`config.mk`:
```
export PLATFORM = sky130hd
export DESIGN_NAME = drpu_cordic
export DESIGN_NICKNAME = d
export VERILOG_FILES = /design/src/sv/drpu_pkg.sv /design/src/sv/drpu_cordic.sv
export SDC_FILE = /design/constraint.sdc
export NUM_CORES = 1
export LEC_CHECK = 0
export BUFFER_PORTS_ARGS = -buffer_cell sky130_fd_sc_hd__buf_2
export CORE_AREA = 2 2 186 188
export CTS_CLUSTER_DIAMETER = 30
export DETAILED_ROUTE_END_ITERATION = 8
export DIE_AREA = 0 0 188 190
export PLACE_DENSITY = 0.69
export SYNTH_ARGS = -nofsm -noshare
export SYNTH_HDL_FRONTEND = slang
export SYNTH_SLANG_ARGS = --single-unit
```
`constraint.sdc`:
```
create_clock -name clk -period 7.65 [get_ports clk]
set_clock_uncertainty 0.2 [all_clocks]
set_input_delay 2.295 -clock clk [delete_from_list [all_inputs] [get_ports clk]]
set_output_delay 2.295 -clock clk [all_outputs]
set_load 0.05 [all_outputs]
```
`src/sv/drpu_pkg.sv`:
```
package drpu_pkg;

  localparam int CORDIC_W = 33;
  localparam int PROD_W   = 66;

  localparam logic [1:0] CMD_DEPLOY = 2'd0;
  localparam logic [1:0] CMD_ORDERS = 2'd1;
  localparam logic [1:0] CMD_TICK   = 2'd2;

  localparam logic [CORDIC_W-1:0] CORDIC_GAIN = 33'd652032874;
  // floor(p / 225) == (p * RECIP_225) >> 39 for any 32-bit p
  localparam logic [31:0] RECIP_225   = 32'd2443359173;
  localparam logic [7:0]  DIVISOR     = 8'd225;
  // floor(v / 225) == (v * RECIP_FINE) >> 20 for v below 4096
  localparam logic [12:0] RECIP_FINE  = 13'd4661;
  localparam logic [11:0] HALF_BIAS   = 12'd112;
  localparam logic [15:0] ELAPSED_MAX = 16'hFFFF;

  typedef enum logic [3:0] {
    ST_IDLE,
    ST_PROD,
    ST_DIV,
    ST_REM,
    ST_QUOT,
    ST_ITER,
    ST_MUL_X,
    ST_MUL_Y,
    ST_ADD
  } state_t;

  typedef struct packed {
    logic load;
    logic step;
  } cordic_ctl_t;

  function automatic logic [31:0] atan_f(input logic [4:0] i);
    logic [31:0] v;
    case (i)
      5'd0:    v = 32'h20000000;
      5'd1:    v = 32'h12E4051E;
      5'd2:    v = 32'h09FB385B;
      5'd3:    v = 32'h051111D4;
      5'd4:    v = 32'h028B0D43;
      5'd5:    v = 32'h0145D7E1;
      5'd6:    v = 32'h00A2F61E;
      5'd7:    v = 32'h00517C55;
      5'd8:    v = 32'h0028BE53;
      5'd9:    v = 32'h00145F2F;
      5'd10:   v = 32'h000A2F98;
      5'd11:   v = 32'h000517CC;
      5'd12:   v = 32'h00028BE6;
      5'd13:   v = 32'h000145F3;
      5'd14:   v = 32'h0000A2F9;
      5'd15:   v = 32'h0000517C;
      5'd16:   v = 32'h000028BE;
      5'd17:   v = 32'h0000145F;
      5'd18:   v = 32'h00000A2F;
      5'd19:   v = 32'h00000517;
      5'd20:   v = 32'h0000028B;
      5'd21:   v = 32'h00000145;
      5'd22:   v = 32'h000000A2;
      5'd23:   v = 32'h00000051;
      default: v = 32'h00000000;
    endcase
    return v;
  endfunction

endpackage

```
`src/sv/drpu_cordic.sv`:
```
module drpu_cordic import drpu_pkg::*; (
  input  logic                       clk,
  input  cordic_ctl_t                ctl,
  input  logic [15:0]                heading,
  input  logic [4:0]                 idx,
  output logic signed [CORDIC_W-1:0] sin_o,
  output logic signed [CORDIC_W-1:0] cos_o
);

  logic signed [CORDIC_W-1:0] x_r, y_r, z_r;
  logic signed [CORDIC_W-1:0] x_nxt, y_nxt, z_nxt;
  logic                       flip_r, flip_nxt;

  logic signed [16:0]         a_raw, a_fold;
  logic signed [CORDIC_W-1:0] xs, ys, at;

  always_comb begin
    a_raw    = signed'({heading[15], heading});
    a_fold   = a_raw;
    flip_nxt = flip_r;
    xs       = x_r >>> idx;
    ys       = y_r >>> idx;
    at       = signed'({1'b0, atan_f(idx)});
    x_nxt    = x_r;
    y_nxt    = y_r;
    z_nxt    = z_r;
    if (ctl.load) begin
      flip_nxt = 1'b0;
      if (a_raw > 17'sd16384) begin
        a_fold   = a_raw - 17'sd32768;
        flip_nxt = 1'b1;
      end else if (a_raw < -17'sd16384) begin
        a_fold   = a_raw + 17'sd32768;
        flip_nxt = 1'b1;
      end
      x_nxt = signed'(CORDIC_GAIN);
      y_nxt = '0;
      z_nxt = signed'({a_fold, 16'h0000});
    end else if (ctl.step) begin
      if (!z_r[CORDIC_W-1]) begin
        x_nxt = x_r - ys;
        y_nxt = y_r + xs;
        z_nxt = z_r - at;
      end else begin
        x_nxt = x_r + ys;
        y_nxt = y_r - xs;
        z_nxt = z_r + at;
      end
    end
  end

  always_ff @(posedge clk) begin
    x_r    <= x_nxt;
    y_r    <= y_nxt;
    z_r    <= z_nxt;
    flip_r <= flip_nxt;
  end

  assign cos_o = flip_r ? -x_r : x_r;
  assign sin_o = flip_r ? -y_r : y_r;

endmodule

```
==> run metrics <==
drt first pass iters=7; WP data arrival=7430 ps; Crit Path Max Fanout=20; ant diodes=0; global-route wire length before repair=101000 um; status=completed; CTS resizes=0; multi-input logic area=13500 um2; Hold Crit Start=z_r[2]; core area=33900 um2; most common cell after layout, fill and taps aside=buf_4; max-slew violation count=0; CTS tree=yes; DR WL/cell=22.1 um; Storage cell area=2180 um2; fin crit period=7360 ps; Post-CTS Setup Bufs=0; H-Tree Level Count=3; Power Density=432 nW/um2; fillcell total=3181; synthesis-stage register bit count=100; Slew @ Worst Pin=1040 ps; crit start category=primary input; sequential area share after synthesis=13.1%; HP Class=flip-flop to flip-flop; total track usage=36.1%; post-synth cell types=102; hold bufs inserted after CTS=0; IO buf count=89; vias per inst=6.28; syn nets=2281; buffer depth of the longest clock path=2; f_max=0.136 GHz; antenna violation net count after detailed routing=0; grt total ovfl=0; Post-Syn Area=16700 um2; DRT iter0 DRCs=1799; vias in the first global route=17900; commonest non-fill, non-tap cells in the layout=409 x buf_4, 211 x nand2_1, 172 x nor2_1; DR vias=18600; Synth Warn #=0; largest net degree at the start of global routing=52; P&R area growth vs syn=23.7%; worst r2r src=x_r[32]; Die H=190 um; Mean Syn Cell Area=7.77 um2; fraction of layout instances using a drive strength above 1=26.3%; unrepaired setup endpoints after global routing=true; Die X=188 um; Hold Path Depth=2; PnR Total Power=8910 uW; endpoint of the worst hold path=z_r[2]; peak supply drop=0.000303 V; static leakage=0.00927 uW; ys async rst share=0%; final hold vios=0; R2R setup slack=1560 ps; DRC viols=0; WS Path Type=primary input to flip-flop; max-capacitance violation count=0; Slew Limit Headroom=29.6%; Rows=68; Syn Inst Count=2144; Total Neg Setup Slack=0 ps; worst reg2reg path depth=19; Clock Sink Count=100; io pins=90; DP HPWL=50600 um; clk slew on worst S/H paths=90 ps; Root Buffer=clkbuf_16; reg-to-reg endpoint=y_r[32]; CTS buffer count=9; Worst Setup End Kind=flip-flop; Post-synth top flop=dfxtp_1; Final #Nets=2634; DIE AREA=35700 um2; Starting Density=49.1%; Final Setup Violations=0; Post-synth EDFFs=18; clk_lat worst skew=400 ps; final worst-path cycle share=96.2%; Placer Congestion=1.01; initial antenna violation count=1; drt total wl=65200 um; Worst EP required=7720 ps
==> critical path: stages <==
cell and delay, ps:
buf_12 160, buf_12 180, mux4_2 540, mux4_2 520
a21oi_1 230, ha_1 250, nand2_1 100, buf_4 150
nor4b_4 250, a21oi_1 120, xnor2_1 200, ha_1 270
and3_1 190, and2_1 160, a221o_1 330, a31oi_2 250
o41ai_1 170, a221o_1 400, a32oi_1 220, a211o_1 170
xor2_1 130, o21ai_0 100
==> per-stage QoR <==
stage	hold slack, ps	area, um2	setup WS (ps)	cells	utilization, %
after global placement	251	20200	-288	2940	59.6
after detailed placement	286	20200	-297	2940	59.6
after CTS	301	20500	90.8	2956	60.5
final	292	20600	289	2957	60.7
after floorplan	232	16700	33.0	2144	-
after global routing	316	20600	-0.427	2957	60.7
==> cell type report <==
cell class                      count  area share, %
Clock buffer                        9           1.09
Clock inverter                      7          0.455
Inverter                           57           1.04
Multi-Input combinational cell   1819           65.6
Sequential cell                   100           10.6
Tap cell                          455           2.76
Timing Repair Buffer              510           18.4
==> registers in the layout, indices dropped and copies added (netlist names) <==
register	cells
x_r	33
y_r	33
z_r	33
flip_r	1
==> metal layers <==
metal	global-route usage, %	vias to the layer above	routed length, um
met3	6.59	140	4700
met5	0	-	0
li1	-	8665	-
met4	13.1	0	2450
met2	61.3	786	30700
met1	45.7	8979	27400
==> power breakdown <==
part	internal (uW)	switching, uW	leakage, uW
clock network	263	265	0.000153
logic	3240	3880	0.00824
registers	733	531	0.000869
total	4230	4670	0.00927
==> Yosys cell counts (all sizes together), types with 18 or more instances <==
| cell type | number | area, um2 |
|---|---|---|
| o21a | 20 | 150 |
| nor2 | 173 | 649 |
| a31oi | 29 | 181 |
| nand2 | 212 | 798 |
| a21oi | 166 | 838 |
| mux2i | 89 | 907 |
| buf | 61 | 370 |
| mux2 | 26 | 297 |
| edfxtp | 18 | 541 |
| inv | 56 | 210 |
| nand3 | 30 | 155 |
| xnor2 | 140 | 1230 |
| a211oi | 31 | 243 |
| and3 | 25 | 156 |
| ha | 110 | 1380 |
| nor2b | 25 | 156 |
| dfxtp | 82 | 1640 |
| o21ai | 158 | 791 |
| a21o | 59 | 443 |
| o31ai | 34 | 274 |
| mux4 | 60 | 1370 |
| clkbuf | 107 | 402 |
| nand2b | 19 | 119 |
| or3 | 18 | 113 |
| o22ai | 18 | 113 |
| xor2 | 81 | 709 |
| nor3 | 44 | 257 |
==> how the worst max path moves through the flow <==
stage	from	end	slack, ps
floorplan	idx[3]	y_r[30]	30
global placement	idx[0]	x_r[32]	-290
detailed placement	idx[0]	x_r[32]	-300
CTS	idx[0]	x_r[32]	90
global route	idx[0]	x_r[32]	-0.4
finish	idx[0]	y_r[30]	290
==> logic make-up after synthesis <==
family | Yosys count | share of synthesized area, %
AO/OA/AOI/OAI | 669 | 26.4
AND/OR/NAND/NOR | 641 | 18.9
buffers and inverters | 225 | 5.92
XOR/XNOR | 221 | 11.6
multiplexers | 175 | 15.5
adder cells (fa/ha/maj) | 113 | 8.62
flip-flops | 100 | 13.1
(Power assumes the default switching activity.)
